<file path="config.mk">
export PLATFORM = sky130hd
export DESIGN_NAME = tls_handshake_record_tracker
export DESIGN_NICKNAME = d
export VERILOG_FILES = /design/src/thrt_pkg.sv /design/src/thrt_core.sv /design/src/thrt_out_buf.sv /design/src/tls_handshake_record_tracker.sv
export SDC_FILE = /design/constraint.sdc
export NUM_CORES = 1
export LEC_CHECK = 0
export BUFFER_PORTS_ARGS = -buffer_cell sky130_fd_sc_hd__buf_2
export CORE_MARGIN = 2
export CORE_UTILIZATION = 25
export DETAILED_ROUTE_END_ITERATION = 8
export PLACE_DENSITY = 0.37
export SLEW_MARGIN = 20
export SYNTH_ARGS = -nofsm -noshare
export SYNTH_HDL_FRONTEND = slang
export SYNTH_SLANG_ARGS = --single-unit
</file>
<file path="constraint.sdc">
create_clock -name clk_i -period 3.75 [get_ports clk_i]
set_clock_uncertainty 0.05 [all_clocks]
set_input_delay 0.375 -clock clk_i [delete_from_list [all_inputs] [get_ports clk_i]]
set_output_delay 0.375 -clock clk_i [all_outputs]
set_load 0.01 [all_outputs]
</file>
<file path="src/thrt_pkg.sv">
// Package for the TLS handshake record tracker.
// Holds the phase and event codes, the record constants and the result word type.
// No dependencies.
package thrt_pkg;

  // Default number of skipped records after which the tracker forces active.
  localparam int SKIP_LIMIT_DEF = 10;

  localparam logic [7:0]  REC_HANDSHAKE   = 8'h16;
  localparam logic [7:0]  REC_CCS         = 8'h14;
  localparam logic [7:0]  HS_SERVER_HELLO = 8'h02;
  localparam logic [15:0] HELLO_MIN_LEN   = 16'd38;
  localparam logic [2:0]  HDR_LEN         = 3'd5;
  localparam logic [3:0]  SKIP_CNT_MAX    = 4'hF;

  // Header byte positions.
  localparam logic [2:0] HDR_TYPE_POS   = 3'd0;
  localparam logic [2:0] HDR_LEN_HI_POS = 3'd3;
  localparam logic [2:0] HDR_LEN_LO_POS = 3'd4;

  typedef enum logic [2:0] {
    PH_HELLO  = 3'd0,
    PH_SKIP   = 3'd1,
    PH_FIN    = 3'd2,
    PH_ACTIVE = 3'd3,
    PH_ERROR  = 3'd4
  } phase_e;

  typedef enum logic [1:0] {
    EV_NONE     = 2'd0,
    EV_FINISHED = 2'd1,
    EV_FALLBACK = 2'd2,
    EV_MISMATCH = 2'd3
  } event_e;

  // One result word as it leaves the tracker core.
  typedef struct packed {
    phase_e phase;
    event_e event_res;
    logic   record_done;
  } res_t;

endpackage

</file>
<file path="src/thrt_core.sv">
// Record framing and handshake phase machine of the TLS record tracker.
// Updates its state on each accepted byte and produces that byte's result word.
// Depends on thrt_pkg.
module thrt_core import thrt_pkg::*; #(
  parameter int SKIP_LIMIT = SKIP_LIMIT_DEF
) (
  input  logic        clk_i,
  input  logic        rst_ni,
  input  logic        cfg_we_i,
  input  logic [31:0] cfg_wdata_i,
  input  logic        accept_i,
  input  logic [7:0]  rx_byte_i,
  output res_t        res_o
);

  logic [31:0] tag_q;
  phase_e      phase_q, phase_d;
  logic [2:0]  hdr_cnt_q, hdr_cnt_d;
  logic [7:0]  rec_type_q, rec_type_d;
  logic [15:0] rec_len_q, rec_len_d;
  logic [15:0] offset_q, offset_d;
  logic        hello_ok_q, hello_ok_d;
  logic        tag_match_q, tag_match_d;
  logic [3:0]  skip_cnt_q, skip_cnt_d;

  logic        done;
  logic [7:0]  want_byte;
  logic        tag_pos;
  logic [15:0] offset_inc;

  assign offset_inc = offset_q + 16'd1;
  assign tag_pos    = (offset_q >= 16'd6) && (offset_q <= 16'd9);

  // Tag byte 6 of the payload compares with the top byte of the tag.
  always_comb begin
    case (offset_q[1:0])
      2'b10:   want_byte = tag_q[31:24];
      2'b11:   want_byte = tag_q[23:16];
      2'b00:   want_byte = tag_q[15:8];
      default: want_byte = tag_q[7:0];
    endcase
  end

  // Framing: header capture and payload tracking.
  always_comb begin
    rec_type_d  = rec_type_q;
    rec_len_d   = rec_len_q;
    offset_d    = offset_q;
    hello_ok_d  = hello_ok_q;
    tag_match_d = tag_match_q;
    hdr_cnt_d   = hdr_cnt_q;
    done        = 1'b0;
    if (hdr_cnt_q < HDR_LEN) begin
      if (hdr_cnt_q == HDR_TYPE_POS) begin
        rec_type_d  = rx_byte_i;
        rec_len_d   = '0;
        offset_d    = '0;
        hello_ok_d  = 1'b0;
        tag_match_d = 1'b1;
      end else if (hdr_cnt_q == HDR_LEN_HI_POS) begin
        rec_len_d = {rx_byte_i, rec_len_q[7:0]};
      end else if (hdr_cnt_q == HDR_LEN_LO_POS) begin
        rec_len_d = {rec_len_q[15:8], rx_byte_i};
      end
      hdr_cnt_d = hdr_cnt_q + 3'd1;
      done      = (hdr_cnt_d == HDR_LEN) && (rec_len_d == '0);
    end else begin
      if (phase_q == PH_HELLO && rec_type_q == REC_HANDSHAKE) begin
        if (offset_q == '0) begin
          hello_ok_d = (rx_byte_i == HS_SERVER_HELLO);
        end else if (tag_pos && rx_byte_i != want_byte) begin
          tag_match_d = 1'b0;
        end
      end
      offset_d = offset_inc;
      done     = (offset_inc == rec_len_q);
    end
    if (done) begin
      hdr_cnt_d = '0;
      offset_d  = '0;
    end
  end

  // Phase machine: next phase and skip counter, acting only at record end.
  always_comb begin
    phase_d    = phase_q;
    skip_cnt_d = skip_cnt_q;
    if (done) begin
      case (phase_q)
        PH_HELLO: begin
          if (rec_type_d == REC_HANDSHAKE && hello_ok_d && rec_len_d >= HELLO_MIN_LEN) begin
            phase_d = tag_match_d ? PH_SKIP : PH_ERROR;
          end
        end
        PH_SKIP: begin
          if (skip_cnt_q < SKIP_CNT_MAX) begin
            skip_cnt_d = skip_cnt_q + 4'd1;
          end
          if (rec_type_d == REC_CCS) begin
            phase_d = PH_FIN;
          end else if (skip_cnt_d >= 4'(SKIP_LIMIT)) begin
            phase_d = PH_ACTIVE;
          end
        end
        PH_FIN:  phase_d = PH_ACTIVE;
        default: phase_d = phase_q;
      endcase
    end
  end

  // Result word for the current byte.
  always_comb begin
    res_o.phase       = phase_q;
    res_o.event_res   = EV_NONE;
    res_o.record_done = 1'b0;
    if (phase_q != PH_ACTIVE && phase_q != PH_ERROR) begin
      res_o.phase       = phase_d;
      res_o.record_done = done;
      if (phase_d == PH_ERROR) begin
        res_o.event_res = EV_MISMATCH;
      end else if (phase_d == PH_ACTIVE) begin
        res_o.event_res = (phase_q == PH_FIN) ? EV_FINISHED : EV_FALLBACK;
      end
    end
  end

  always_ff @(posedge clk_i or negedge rst_ni) begin
    if (!rst_ni) begin
      tag_q <= '0;
    end else if (cfg_we_i) begin
      tag_q <= cfg_wdata_i;
    end
  end

  always_ff @(posedge clk_i or negedge rst_ni) begin
    if (!rst_ni) begin
      phase_q     <= PH_HELLO;
      hdr_cnt_q   <= '0;
      rec_type_q  <= '0;
      rec_len_q   <= '0;
      offset_q    <= '0;
      hello_ok_q  <= 1'b0;
      tag_match_q <= 1'b1;
      skip_cnt_q  <= '0;
    end else if (accept_i && phase_q != PH_ACTIVE && phase_q != PH_ERROR) begin
      phase_q     <= phase_d;
      hdr_cnt_q   <= hdr_cnt_d;
      rec_type_q  <= rec_type_d;
      rec_len_q   <= rec_len_d;
      offset_q    <= offset_d;
      hello_ok_q  <= hello_ok_d;
      tag_match_q <= tag_match_d;
      skip_cnt_q  <= skip_cnt_d;
    end
  end

`ifndef SYNTHESIS
  a_error_sticky: assert property (@(posedge clk_i) disable iff (!rst_ni)
    phase_q == PH_ERROR |=> phase_q == PH_ERROR)
    else $error("error phase was left");

  a_active_sticky: assert property (@(posedge clk_i) disable iff (!rst_ni)
    phase_q == PH_ACTIVE |=> phase_q == PH_ACTIVE)
    else $error("active phase was left");

  a_hdr_cnt_range: assert property (@(posedge clk_i) disable iff (!rst_ni)
    hdr_cnt_q <= HDR_LEN)
    else $error("header byte count out of range");

  a_event_at_end: assert property (@(posedge clk_i) disable iff (!rst_ni)
    accept_i && res_o.event_res != EV_NONE |-> res_o.record_done)
    else $error("event reported on a byte that does not end a record");
`endif

endmodule

</file>
<file path="src/thrt_out_buf.sv">
// Two-entry result buffer of the TLS record tracker.
// Decouples input from output stall: a byte can enter every cycle while not full.
// Depends on thrt_pkg.
module thrt_out_buf import thrt_pkg::*; (
  input  logic clk_i,
  input  logic rst_ni,
  input  logic push_i,
  input  res_t data_i,
  output logic full_o,
  output logic valid_o,
  input  logic stall_i,
  output res_t data_o
);

  res_t       mem_q [2];
  logic [1:0] cnt_q, cnt_d;
  logic       wr_ptr_q, rd_ptr_q;
  logic       pop;

  assign pop     = valid_o && !stall_i;
  assign valid_o = (cnt_q != 2'd0);
  assign full_o  = (cnt_q == 2'd2);
  assign data_o  = mem_q[rd_ptr_q];

  always_comb begin
    cnt_d = cnt_q;
    if (push_i && !pop) begin
      cnt_d = cnt_q + 2'd1;
    end else if (pop && !push_i) begin
      cnt_d = cnt_q - 2'd1;
    end
  end

  always_ff @(posedge clk_i) begin
    if (push_i) begin
      mem_q[wr_ptr_q] <= data_i;
    end
  end

  always_ff @(posedge clk_i or negedge rst_ni) begin
    if (!rst_ni) begin
      cnt_q    <= '0;
      wr_ptr_q <= 1'b0;
      rd_ptr_q <= 1'b0;
    end else begin
      cnt_q <= cnt_d;
      if (push_i) begin
        wr_ptr_q <= ~wr_ptr_q;
      end
      if (pop) begin
        rd_ptr_q <= ~rd_ptr_q;
      end
    end
  end

`ifndef SYNTHESIS
  a_no_overflow: assert property (@(posedge clk_i) disable iff (!rst_ni)
    full_o |-> !push_i)
    else $error("push into a full result buffer");

  a_count_range: assert property (@(posedge clk_i) disable iff (!rst_ni)
    cnt_q <= 2'd2)
    else $error("result buffer count out of range");

  a_ptr_match: assert property (@(posedge clk_i) disable iff (!rst_ni)
    (cnt_q == 2'd1) == (wr_ptr_q != rd_ptr_q))
    else $error("result buffer pointers disagree with count");
`endif

endmodule

</file>
<file path="src/tls_handshake_record_tracker.sv">
// TLS handshake record tracker: one received byte per word in, one result word out.
// Each result word is written to the two-entry result buffer when its byte is accepted;
// it keeps bytes flowing while one result waits for the sink. Throughput: one byte per
// cycle unless the buffer is full; the whole update is one pass through the core logic.
// Reset (asynchronous, active low) returns to awaiting the server hello, clears the tag
// register and empties the result buffer; no clearing pass is needed.
module tls_handshake_record_tracker import thrt_pkg::*; #(
  parameter int SKIP_LIMIT = SKIP_LIMIT_DEF
) (
  input  logic        clk_i,
  input  logic        rst_ni,
  // Configuration: the expected four tag bytes, big-endian.
  input  logic        cfg_we_i,
  input  logic [31:0] cfg_wdata_i,
  // Received byte stream.
  input  logic        rx_valid_i,
  output logic        rx_stall_o,
  input  logic [7:0]  rx_byte_i,
  // Result stream, one word per received byte.
  output logic        res_valid_o,
  input  logic        res_stall_i,
  output logic [2:0]  phase_o,
  output logic [1:0]  event_res_o,
  output logic        record_done_o
);

  logic rx_accept;
  logic buf_full;
  res_t core_res;
  res_t out_res;

  // A byte is taken whenever the result buffer has room; the stall is a
  // registered condition and never depends on the sink's stall in the same cycle.
  assign rx_stall_o = buf_full;
  assign rx_accept  = rx_valid_i && !buf_full;

  // The core frames records and runs the phase machine. Its result for the
  // current byte is ready in the same cycle, and its state advances at the
  // edge that accepts the byte.
  thrt_core #(
    .SKIP_LIMIT(SKIP_LIMIT)
  ) u_core (
    .clk_i      (clk_i),
    .rst_ni     (rst_ni),
    .cfg_we_i   (cfg_we_i),
    .cfg_wdata_i(cfg_wdata_i),
    .accept_i   (rx_accept),
    .rx_byte_i  (rx_byte_i),
    .res_o      (core_res)
  );

  // The result buffer holds up to two words so that a byte can still be taken
  // while the sink stalls on the word ahead of it.
  thrt_out_buf u_out_buf (
    .clk_i  (clk_i),
    .rst_ni (rst_ni),
    .push_i (rx_accept),
    .data_i (core_res),
    .full_o (buf_full),
    .valid_o(res_valid_o),
    .stall_i(res_stall_i),
    .data_o (out_res)
  );

  assign phase_o       = out_res.phase;
  assign event_res_o   = out_res.event_res;
  assign record_done_o = out_res.record_done;

`ifndef SYNTHESIS
  a_done_on_event: assert property (@(posedge clk_i) disable iff (!rst_ni)
    res_valid_o && event_res_o != EV_NONE |-> record_done_o)
    else $error("event word without record end");

  a_mismatch_phase: assert property (@(posedge clk_i) disable iff (!rst_ni)
    res_valid_o && event_res_o == EV_MISMATCH |-> phase_o == PH_ERROR)
    else $error("tag mismatch reported outside the error phase");

  a_active_events: assert property (@(posedge clk_i) disable iff (!rst_ni)
    res_valid_o && (event_res_o == EV_FINISHED || event_res_o == EV_FALLBACK)
      |-> phase_o == PH_ACTIVE)
    else $error("activation event without active phase");
`endif

endmodule

</file>
**Word-level counts from Yosys, hierarchy flattened**

Memories as Yosys holds them, arrays and structs flattened.
Cells that the tools add are included.

- Register bits after elaboration: 88
- Bits in writable memories: 12
- Input bits: 45
- Output and inout port bits: 8
- Memories: 1

Memories:

| name | depth | width | rd ports | clocked after Yosys merged registers in | write ports | line | source |
|---|---|---|---|---|---|---|---|
| u_out_buf.mem_q | 2 | 6 | 1 | 0 | 1 | thrt_out_buf.sv:15 | `res_t mem_q [2];` |

- Add/subtract/negate cells: 5
- $lt $le $gt $ge: 6
- Equality and inequality tests: 19
- Mux-type cells: 40
- Bitwise operators: 2
- Reductions and logical operators: 28

Operators by type and width:

| kind | number |
|---|---|
| $mux 16 | 7 |
| $logic_not 16->1 | 2 |
| $eq 8x5->1 const B | 3 |
| $mux 8 | 3 |
| $pmux 8 s3 | 1 |
| $mux 3 | 7 |
| $add 16x1->16 const B | 1 |
| $eq 16x16->1 | 1 |
| $ge 16x3->1 const B | 1 |
| $ge 16x6->1 const B | 1 |
| $le 16x4->1 const B | 1 |
| $logic_and 1x1->1 | 13 |
| $mux 1 | 12 |
| $mux 4 | 3 |
| $mux 2 | 5 |
| $eq 3x2->1 const B | 3 |
| $eq 3x3->1 const B | 3 |
| $pmux 3 s3 | 1 |
| $eq 8x2->1 const B | 1 |
| $ne 8x8->1 | 1 |
| $eq 2x2->1 const B | 3 |
| $logic_not 3->1 | 2 |
| $mux 6 | 1 |
| $ne 3x2->1 const B | 2 |
| other kinds (15) | 22 |

**Logic depth before layout (Yosys ltp)**

Gate-level depths: netlist of the first run.

- Depth in word-level cells: 18
- Mapped depth: 14
- Mapped depth without buffers: 11

**Cells and area by module**

A second synthesis of the first run with hierarchy kept.

- Cells, all modules: 551
- Area, all modules: 5698.0 um^2

By module, submodules not included:

| module | instances | cells an instance | area an instance (um^2) |
|---|---|---|---|
| thrt_core | 1 | 515 | 5047.3 |
| thrt_out_buf | 1 | 35 | 636.9 |
| tls_handshake_record_tracker | 1 | 1 | 13.8 |

**Worst setup path before layout of the first run**

OpenSTA, ideal clock, no wires.

- Path kind: flip-flop to flip-flop
- Start point: register u_core.hdr_cnt_q[2]
- End point: memory u_out_buf.mem_q[0][2] (netlist bit), data pin
- Arrival: 2978 ps
- Required time: 3540 ps
- Setup slack: 562 ps
- Cell stages (with the launch flop): 15
- Path buffers: 3
- Clock period less this slack: 3188 ps
- Cell sequence: dfrtp_1 clkbuf_1 inv_1 ha_1 buf_2 clkbuf_1 nand3_1 o311ai_0 a21oi_1 nor3_1 nor2_1 a2111oi_0 a41oi_1 or3b_1 mux2i_1

RTL lines:

| what | line | source |
|---|---|---|
| from (decl) | thrt_core.sv:18 | `logic [2:0] hdr_cnt_q, hdr_cnt_d;` |
| from (signal assigned) | thrt_core.sv:147 | `hdr_cnt_q <= hdr_cnt_d;` |
| to (decl) | thrt_out_buf.sv:15 |  |

==> reports/qor.log, run 1 <==
[timing] sum of negative setup slack 0 ps
[power_and_ir_drop] cell-internal power 2.701 mW
[finish] Final Instance Count excl. Fillers 903
[global_route] overflow left after global routing 0
[floorplan] number of top-level design ports 53
[timing] period utilization 0.9159
[synth] EDFF count, synth 12
[timing] Tightest Pin Transition 777.6 ps
[job] max-cap check violation count 0
[floorplan] die outline width 155.0 µm
[power_and_ir_drop] power per cell area 668.7 nW/µm²
[finish] utilization after layout 0.2970
[power_and_ir_drop] Net Sw Frac 0.3957
[clock_network] number of CTS-inserted buffers 9
[power_and_ir_drop] share of total power in the clock network 0.220
[route] Residual DRC 0
[finish] fraction of final layout cells with drive strength greater than 1 0.2395
[synth] cell with the most instances after synthesis dfrtp_1
[clock_network] clock latency on the worst-skew pair 360 ps
[timing] RSZ-0062 raised after global routing false
[route] vias per cell 5.008
[global_route] largest net degree at the start of global routing 41
[place] DPL Wire Length 12550 µm
[floorplan] initial core utilization 0.2534
[synth] share of the synthesized area in the top cell type 0.3818
[synth] Yosys warning total 0
[place] GPL Wtd Cong 0.8498
[clock_network] clock slew seen by the registers of the worst setup and hold paths 80 ps
[route] post-detailed-route count of antenna-violating nets 0
[route] wirelength, routed 16730 µm
[timing] Pins Over Slew Limit 0
[clock_network] worst-case clock buffer depth 2
[synth] top cells by instance count after synthesis dfrtp_1 (87), o21ai_0 (47), mux2_2 (44), nand2_1 (38), nor2_1 (34)
[worst_setup_path] required time of the worst setup path 3890 ps
[clock_network] buffer count from post-CTS setup fixing 0
[clock_network] cell at the root of the clock tree clkbuf_16
[synth] synthesized area per cell 10.16 µm²
[synth] FF+latch count, synth 100
[power_and_ir_drop] worst IR drop on VDD 0.2227 mV
[finish] antenna cell count 0
[clock_network] number of sinks on the clock net 100
[power_and_ir_drop] Gate power share 0.421
[place] placed cell count 886
[synth] synth unique cells 68
[timing] minimum clock period 3435 ps
[synth] netlist area before placement 5702 µm²
[place] input/output buffers 52
[worst_setup_path] critical path fanouts, max 6
[synth] synth top area cells dfrtp_1 (38%), mux2_2 (8.7%), edfxtp_1 (6.3%)
[synth] biggest area consumer among synthesized cells dfrtp_1
[synth] Net Count, Synth 618
[finish] NumNets Final 670
[global_route] global-route usage over all layers 0.1449
[power_and_ir_drop] net switching power 1.768 mW
[floorplan] Die Footprint 24030 µm²
[worst_setup_path] critical path type reg -> reg
[power_and_ir_drop] Leak Pwr 2.776 nW
[timing] number of setup violations in the final report 0
[floorplan] core region area 22500 µm²
[timing] maximum clock rate 291.2 MHz
[route] First-pass DRT Iterations 5
[finish] Layout area overhead 17.23%
[worst_setup_path] startpoint types register
[clock_network] H-tree level count 3
[route] routed length per placed instance 18.53 µm
[route] vias 4522
[timing] Max transition margin 0.4773
[outcome] outcome complete, no violations
[worst_setup_path] critical path endpoint category register
[global_route] first-pass GRT wire length 26920 µm
[worst_setup_path] data arrival time at the worst-slack endpoint 3580 ps
[global_route] antenna violations before repair 0
[min_path] Hold WC Path Type in -> reg
[floorplan] height of the die 155.0 µm
[power_and_ir_drop] Sequential Power Share 0.359
[timing] number of failing hold endpoints at the final stage 0
[clock_network] clock tree from TritonCTS built
[synth] Async SR Flop Fraction 0.8800
[synth] Seq/Total Area, Yosys 0.4496
[route] DRC violation total after the first TritonRoute iteration 331
[global_route] vias in the first global route 4664
[floorplan] number of rows created at floorplan 55
[synth] synthesized instance count 561
[synth] most instantiated flip-flop cell in the synthesis netlist dfrtp_1
-- repair_timing --
action	CTS	global route
gates resized for setup	0	6
endpoints found under the setup margin	0	6
hold buffers	1	0
hold endpoints to repair	22	0
-- layer usage --
| metal | global-route usage | wire length [µm] | up-vias | part of all wire |
|---|---|---|---|---|
| met5 | 0 | 0 | - | 0 |
| met4 | 0.04101 | 202 | 0 | 0.012 |
| li1 | - | - | 2150 | - |
| met3 | 0.02813 | 594 | 12 | 0.036 |
| met2 | 0.2212 | 7434 | 110 | 0.44 |
| met1 | 0.2085 | 8497 | 2250 | 0.51 |
-- metrics by stage --
step           cell area [µm²]  hold WS, ps  setup slack [ps]  total power, mW
5_1_grt                   6684        175.1             53.35            4.816
4_1_cts                   6661        163.1             126.5            4.507
6_report                  6684        167.9             315.4            4.470
2_1_floorplan             5702        29.41             562.0            2.859
3_3_place_gp              6330        262.4             169.8            3.493
3_5_place_dp              6336        260.0             179.8            3.485
-- cell type report --
| cell class | instances | area [µm²] |
|---|---|---|
| repair buffers | 73 | 422.9 |
| clock buffers | 11 | 264.0 |
| multi-input cells | 403 | 2928 |
| inverters | 26 | 97.59 |
| fillers | 2356 | 15820 |
| flip-flops and latches | 100 | 2564 |
| clock inverters | 5 | 51.30 |
| well taps | 285 | 356.6 |
-- final timing paths --
path / slack (ps) / cells after the start / start / endpoint
min in group asynchronous: 410 / 2 / rst_ni / u_core.rec_len_q[9]
max reg2reg: 320 / 10 / u_core.offset_q[1] / u_out_buf.mem_q[0][1]
min reg2reg: 440 / 2 / u_core.hello_ok_q / u_core.hello_ok_q
max: 320 / 10 / u_core.offset_q[1] / u_out_buf.mem_q[0][1]
max in group asynchronous: 2440 / 3 / rst_ni / u_core.tag_q[31]
min: 170 / 3 / cfg_wdata_i[2] / u_core.tag_q[2]
-- placed cells by master, fill, tap and decap left out, types with 3 or more instances in the layout --
master / count
dfrtp_1: 87
buf_2: 51
o21ai_0: 47
mux2_2: 44
nand2_1: 38
nor2_1: 34
xnor2_1: 28
inv_1: 26
buf_4: 21
a21oi_1: 20
a22o_1: 16
nand3_1: 15
mux2i_1: 14
edfxtp_1: 12
clkbuf_16: 10
xor2_1: 9
ha_1: 9
nand2b_1: 8
nor3_1: 8
a222oi_1: 8
o31ai_1: 8
and3_1: 7
nor4_1: 7
nand4_1: 6
and4_1: 5
or3_1: 5
o21ai_1: 4
a41oi_1: 4
a21o_1: 3
nand3b_1: 3
a31oi_1: 3
o21a_1: 3
nor2b_1: 3
ha_2: 3
-- registers in the layout, summed over array words and instances (netlist names) --
name / count
u_core.skip_cnt_q: 4
u_out_buf.mem_q: 12
u_out_buf.cnt_q: 2
u_core.rec_len_q: 16
u_core.tag_match_q: 1
u_core.hello_ok_q: 1
u_core.offset_q: 16
u_out_buf.wr_ptr_q: 1
u_out_buf.rd_ptr_q: 1
u_core.hdr_cnt_q: 3
u_core.tag_q: 32
u_core.rec_type_q: 8
u_core.phase_q: 3
-- logic make-up (layout without fill, tap and decap cells) --
family / Yosys count / in the layout / share of synthesized area
AOI/OAI and AO/OA: 136 / 136 / 0.1595
muxes: 59 / 59 / 0.1141
xor gates and xnor gates: 37 / 37 / 0.05684
adders and majority gates: 12 / 12 / 0.02633
DFF: 100 / 100 / 0.4496
and+or+nand+nor: 159 / 159 / 0.1516
buffers and inverters: 58 / 115 / 0.04191
-- power groups by stage --
stage               combinational, mW  sequential [mW]  clock, mW
floorplan                        1.35             1.51          0
global placement                 1.87             1.62          0
detailed placement               1.86             1.62          0
CTS                              1.87             1.61       1.03
global route                     2.10             1.65       1.06
finish                           1.88             1.61      0.983
-- worst max-delay path, cell delays in order (launching register included) --
cell and delay [ps]:
dfrtp_1 490, ha_2 310, and4_1 300, nand2_1 160, mux2i_1 180, a21oi_1 80
or4_4 540, o31ai_4 350, a41oi_1 200, or3b_1 420, o21ai_1 190
Power figures use the tool's default switching activity.
==> inputs of run 2 (changes only) <==
CTS_BUF_LIST = sky130_fd_sc_hd__clkbuf_2 sky130_fd_sc_hd__clkbuf_4 sky130_fd_sc_hd__clkbuf_8   (was unset)
SLEW_MARGIN = unset   (was 20)
==> reports/qor.log, run 2 (synthesis gave the netlist of run 1 again) <==
[outcome] outcome complete, no violations [unchanged]
[clock_network] H-tree level count 3 [unchanged]
[power_and_ir_drop] overall power 4.257 mW [was 4.470 mW]
[global_route] global-route usage over all layers 0.1448 [was 0.1449]
[worst_setup_path] buffers and inverters on the worst path 0 [unchanged]
[route] Residual DRC 0 [unchanged]
[finish] register ranked first by flip-flop count u_core.tag_q [unchanged]
[power_and_ir_drop] Leak Pwr 2.728 nW [was 2.776 nW]
[timing] RSZ-0062 raised after global routing false [unchanged]
[place] placed cell count 886 [unchanged]
[clock_network] worst-case clock buffer depth 2 [unchanged]
[worst_setup_path] data arrival time at the worst-slack endpoint 3700 ps [was 3580 ps]
[timing] Pins Over Slew Limit 0 [unchanged]
[worst_setup_path] critical path fanouts, max 6 [unchanged]
[worst_setup_path] critical path cell sequence ha_2 > and4_1 > nand2_1 > mux2i_1 > a21oi_1 > or4_4 > o31a_1 > nor4_4 > nand2b_1 > mux2_4 [was ha_2 > and4_1 > nand2_1 > mux2i_1 > a21oi_1 > or4_4 > o31ai_4 > a41oi_1 > or3b_1 > o21ai_1]
[timing] period utilization 0.9271 [was 0.9159]
[timing] Tightest Pin Transition 1225 ps [was 777.6 ps]
[worst_setup_path] cell with the biggest individual delay on the critical path or4_4 [unchanged]
[route] vias 4482 [was 4522]
[finish] fraction of final layout cells with drive strength greater than 1 0.2379 [was 0.2395]
[finish] most common library cell in the layout ignoring fill and taps dfrtp_1 [unchanged]
[place] GPL Wtd Cong 0.8498 [unchanged]
[worst_setup_path] critical path endpoint category register [unchanged]
[finish] NumNets Final 670 [unchanged]
[floorplan] number of rows created at floorplan 55 [unchanged]
[timing] sum of negative setup slack 0 ps [unchanged]
[finish] Largest register FFs 32 [unchanged]
[place] placed cell areas 6330 µm² [was 6336 µm²]
[finish] utilization after layout 0.2924 [was 0.2970]
[worst_setup_path] CP max stage delay 540 ps [about the same]
[global_route] first-pass GRT wire length 27020 µm [was 26920 µm]
[route] DRC violation total after the first TritonRoute iteration 299 [was 331]
[route] First-pass DRT Iterations 5 [unchanged]
[finish] Final Instance Count excl. Fillers 903 [unchanged]
[clock_network] cell at the root of the clock tree clkbuf_8 [was clkbuf_16]
[floorplan] die outline width 155.0 µm [unchanged]
[global_route] antenna violations before repair 0 [unchanged]
[place] input/output buffers 52 [unchanged]
[route] post-detailed-route count of antenna-violating nets 0 [unchanged]
[timing] number of failing hold endpoints at the final stage 0 [unchanged]
[timing] number of setup violations in the final report 0 [unchanged]
[power_and_ir_drop] worst IR drop on VDD 0.2054 mV [was 0.2227 mV]
[clock_network] buffer count from post-CTS setup fixing 0 [unchanged]
[power_and_ir_drop] power per cell area 647.0 nW/µm² [was 668.7 nW/µm²]
[job] max-cap check violation count 0 [unchanged]
[worst_setup_path] family with the most delay on the worst path simple AND/OR/NAND/NOR gates [unchanged]
[route] vias per cell 4.963 [was 5.008]
[clock_network] number of CTS-inserted buffers 9 [unchanged]
[route] wirelength, routed 16710 µm [was 16730 µm]
[floorplan] number of top-level design ports 53 [unchanged]
[floorplan] core region area 22500 µm² [unchanged]
[timing] minimum clock period 3477 ps [was 3435 ps]
[global_route] overflow left after global routing 0 [unchanged]
[worst_setup_path] startpoint types register [unchanged]
[clock_network] clock latency on the worst-skew pair 390 ps [was 360 ps]
[clock_network] clock tree from TritonCTS built [unchanged]
[clock_network] number of sinks on the clock net 100 [unchanged]
[timing] Max transition margin 0.1759 [was 0.4773]
[finish] post-route cell area 6579 µm² [was 6684 µm²]
[place] DPL Wire Length 12610 µm [was 12550 µm]
[floorplan] Die Footprint 24030 µm² [unchanged]
[finish] Layout area overhead 15.38% [was 17.23%]
[route] routed length per placed instance 18.50 µm [was 18.53 µm]
[finish] biggest registers after layout u_core.tag_q (32), u_core.offset_q (16), u_core.rec_len_q (16) [unchanged]
[global_route] largest net degree at the start of global routing 41 [unchanged]
[worst_setup_path] required time of the worst setup path 3970 ps [was 3890 ps]
[worst_setup_path] critical path type reg -> reg [unchanged]
[floorplan] initial core utilization 0.2534 [unchanged]
[floorplan] height of the die 155.0 µm [unchanged]
[worst_setup_path] setup slack of the worst register-to-register path 270 ps [was 320 ps]
[global_route] vias in the first global route 4657 [was 4664]
[finish] antenna cell count 0 [unchanged]
[clock_network] clock slew seen by the registers of the worst setup and hold paths 120 ps [was 80 ps]
[timing] maximum clock rate 287.6 MHz [was 291.2 MHz]
[finish] most used cells in the layout excluding fill and tap cells dfrtp_1 (87), buf_2 (51), o21ai_0 (47) [unchanged]
[min_path] Hold WC Path Type in -> reg [unchanged]
==> run 2: changes by cell type in the layout (fill, tap and decap cells not counted), sizes merged <==
cell,change
inv,+1
clkinv,-2
clkinvlp,+1
bufinv,+1
clkbuf,-1
==> run 2: final timing paths <==
kind,from,endpoint,cells after the start
setup / recovery,u_core.offset_q[1],u_core.skip_cnt_q[3],10
hold / removal,cfg_wdata_i[2],u_core.tag_q[2],3
setup reg to reg,u_core.offset_q[1],u_core.skip_cnt_q[3],10
hold reg to reg,u_core.hello_ok_q,u_core.hello_ok_q,2
max in group asynchronous,rst_ni,u_core.tag_q[0],3
min in group asynchronous,rst_ni,u_core.rec_len_q[9],2
==> run 2: layer usage <==
metal  global-route usage  up-vias  share of wire  routed length [µm]
li1                     -     2148              -                   -
met1               0.2090     2221           0.50                8416
met2               0.2207      102           0.44                7386
met3              0.03120       11          0.044                 731
met4              0.03483        0          0.010                 172
met5                    0        -              0                   0
==> run 2: area by class of cell <==
| class | instances | area (µm²) |
|---|---|---|
| Tap cell | 285 | 356.6 |
| Timing Repair Buffer | 73 | 422.9 |
| Clock inverter | 6 | 77.57 |
| Multi-Input combinational cell | 403 | 2923 |
| Clock buffer | 10 | 137.6 |
| Fill cell | 2367 | 15920 |
| Inverter | 26 | 97.59 |
| Sequential cell | 100 | 2564 |
==> run 2: where the power goes <==
group | internal, mW | switching [mW]
registers | 1.34 | 0.263
logic | 0.835 | 1.04
clock network | 0.340 | 0.434
==> run 2: through the flow <==
step | hold slack (ps) | setup slack (ps)
after CTS | 114.1 | 95.91
after global placement | 262.4 | 169.8
after detailed placement | 259.5 | 163.5
after global routing | 126.5 | 32.15
final | 137.4 | 273.2
after floorplan | 29.41 | 562.0
==> run 2: worst reg2reg max path: stages, from the launching register on <==
cell      delay (ps)
dfrtp_1          500
ha_2             310
and4_1           300
nand2_1          160
mux2i_1          180
a21oi_1           90
or4_4            540
o31a_1           400
nor4_4           400
nand2b_1         120
mux2_4           310
==> run 2: repair_timing <==
action / CTS / global route
hold buffers: 1 / 0
gates resized for setup: 0 / 7
endpoints found under the setup margin: 0 / 6
endpoints found under the hold margin: 22 / 0
==> inputs of run 3 (changes only) <==
clock period = 4 ns   (was 3.75 ns; I/O delays follow)
==> reports/qor.log, run 3 (synthesis gave the netlist of run 1 again) <==
[timing] maximum clock rate 271.5 MHz [was 287.6 MHz]
[global_route] largest net degree at the start of global routing 73 [was 41]
[route] Residual DRC 0 [unchanged]
[worst_setup_path] critical path fanouts, max 8 [was 6]
[floorplan] number of top-level design ports 53 [unchanged]
[floorplan] die outline width 155.0 µm [unchanged]
[timing] sum of negative setup slack 0 ps [unchanged]
[finish] register ranked first by flip-flop count u_core.tag_q [unchanged]
[timing] Pins Over Slew Limit 0 [unchanged]
[finish] most common library cell in the layout ignoring fill and taps dfrtp_1 [unchanged]
[worst_setup_path] worst reg2reg path depth 10 [unchanged]
[global_route] global-route usage over all layers 0.1418 [was 0.1448]
[power_and_ir_drop] worst IR drop on VDD 0.1880 mV [was 0.2054 mV]
[clock_network] clock tree from TritonCTS built [unchanged]
[finish] Layout area overhead 13.80% [was 15.38%]
[outcome] outcome complete, no violations [unchanged]
[clock_network] H-tree level count 3 [unchanged]
[clock_network] clock slew seen by the registers of the worst setup and hold paths 110 ps [was 120 ps]
[finish] biggest registers after layout u_core.tag_q (32), u_core.offset_q (16), u_core.rec_len_q (16) [unchanged]
[timing] worst hold-check slack 88.79 ps [was 137.4 ps]
[route] wirelength, routed 16500 µm [was 16710 µm]
[worst_setup_path] data arrival time at the worst-slack endpoint 3860 ps [was 3700 ps]
[timing] minimum clock period 3684 ps [was 3477 ps]
[route] DRC violation total after the first TritonRoute iteration 337 [was 299]
[finish] most used cells in the layout excluding fill and tap cells dfrtp_1 (87), buf_2 (51), o21ai_0 (47) [unchanged]
[power_and_ir_drop] Leak Pwr 2.683 nW [was 2.728 nW]
[finish] fraction of final layout cells with drive strength greater than 1 0.2295 [was 0.2379]
[job] max-cap check violation count 0 [unchanged]
[clock_network] worst-case clock buffer depth 2 [unchanged]
[route] routed length per placed instance 18.43 µm [was 18.50 µm]
[global_route] first-pass GRT wire length 26520 µm [was 27020 µm]
[timing] number of setup violations in the final report 0 [unchanged]
[floorplan] core region area 22500 µm² [unchanged]
[route] post-detailed-route count of antenna-violating nets 0 [unchanged]
[floorplan] Die Footprint 24030 µm² [unchanged]
[place] placed cell count 879 [was 886]
[worst_setup_path] setup slack of the worst register-to-register path 320 ps [was 270 ps]
[place] GPL Wtd Cong 0.8629 [was 0.8498]
[worst_setup_path] startpoint types register [unchanged]
[global_route] overflow left after global routing 0 [unchanged]
[worst_setup_path] critical path endpoint category register [unchanged]
[route] vias 4587 [was 4482]
[clock_network] buffer count from post-CTS setup fixing 0 [unchanged]
[clock_network] clock latency on the worst-skew pair 410 ps [was 390 ps]
[timing] period utilization 0.9209 [was 0.9271]
[floorplan] number of rows created at floorplan 55 [unchanged]
[finish] Layout fillers 2349 [was 2367]
[global_route] vias in the first global route 4613 [was 4657]
[finish] Final Instance Count excl. Fillers 895 [was 903]
[clock_network] cell at the root of the clock tree clkbuf_8 [unchanged]
[route] vias per cell 5.125 [was 4.963]
[place] input/output buffers 52 [unchanged]
[worst_setup_path] critical path type reg -> reg [unchanged]
[finish] antenna cell count 0 [unchanged]
[timing] Tightest Pin Transition 988.2 ps [was 1225 ps]
[timing] Max transition margin 0.3412 [was 0.1759]
[finish] Largest register FFs 32 [unchanged]
[clock_network] number of CTS-inserted buffers 9 [unchanged]
[worst_setup_path] required time of the worst setup path 4170 ps [was 3970 ps]
[floorplan] initial core utilization 0.2534 [unchanged]
[place] DPL Wire Length 12260 µm [was 12610 µm]
[timing] number of failing hold endpoints at the final stage 0 [unchanged]
[min_path] Hold WC Path Type in -> async [was in -> reg]
[timing] RSZ-0062 raised after global routing false [unchanged]
[finish] NumNets Final 662 [was 670]
[floorplan] height of the die 155.0 µm [unchanged]
[clock_network] number of sinks on the clock net 100 [unchanged]
[route] First-pass DRT Iterations 6 [was 5]
[global_route] antenna violations before repair 1 [was 0]
[power_and_ir_drop] power per cell area 600.1 nW/µm² [was 647.0 nW/µm²]
run 3: changes by cell type in the layout (fill, tap and decap cells not counted), sizes merged:
| cell | before | now |
|---|---|---|
| dlygate4sd3 | 1 | 0 |
| bufinv | 1 | 0 |
| buf | 72 | 65 |
| inv | 29 | 31 |
| clkinvlp | 1 | 0 |
run 3: what timing repair did:
action,CTS,global route
resized for setup,0,6
endpoints found under the setup margin,0,7
endpoints found under the hold margin,0,0
hold buffers,0,0
run 3: through the flow:
stage                     power, mW  utilization  area, µm²  setup WS, ps
after CTS                     3.927       0.2876       6471         68.24
after detailed placement      3.227       0.2790       6277         71.92
after global placement        3.234       0.2790       6277         207.0
after global routing          4.188       0.2884       6489         8.190
final                         3.894       0.2884       6489         316.2
after floorplan               2.681            -       5702         812.0
run 3: final cells by class:
| class | count | area (µm²) | share of cell area |
|---|---|---|---|
| Multi-Input combinational cell | 403 | 2917 | 0.4495 |
| Sequential cell | 100 | 2564 | 0.3951 |
| Timing Repair Buffer | 65 | 360.3 | 0.05553 |
| Tap cell | 285 | 356.6 | 0.05496 |
| Clock buffer | 10 | 131.4 | 0.02025 |
| Inverter | 26 | 97.59 | 0.01504 |
| Clock inverter | 6 | 62.56 | 0.009641 |
run 3: final timing paths:
path / startpoint / endpoint
hold / removal: rst_ni / u_core.offset_q[5]
setup / recovery: u_core.offset_q[0] / u_out_buf.mem_q[1][1]
max in group asynchronous: rst_ni / u_core.rec_type_q[1]
min in group clk_i: cfg_wdata_i[4] / u_core.tag_q[4]
hold reg to reg: u_out_buf.wr_ptr_q / u_out_buf.wr_ptr_q
setup reg to reg: u_core.offset_q[0] / u_out_buf.mem_q[1][1]
run 3: power breakdown:
part | switching [mW] | internal [mW]
registers | 0.240 | 1.26
clock network | 0.421 | 0.253
logic | 0.964 | 0.758
total | 1.62 | 2.27
run 3: routing by layer:
| metal | up-vias | global-route usage | wire length [µm] |
|---|---|---|---|
| met4 | 0 | 0.04365 | 262 |
| met5 | - | 0 | 0 |
| met3 | 14 | 0.03203 | 900 |
| met1 | 2267 | 0.1955 | 7856 |
| met2 | 170 | 0.2220 | 7477 |
| li1 | 2136 | - | - |
run 3: worst max-delay path: stages (launching register included):
cell and delay (ps):
dfrtp_1 560, ha_2 340, and4_1 330, nand2_1 180, mux2i_1 190, a21oi_1 80
or4_4 530, o31ai_2 370, a41oi_1 260, or3b_1 420, o21ai_1 200
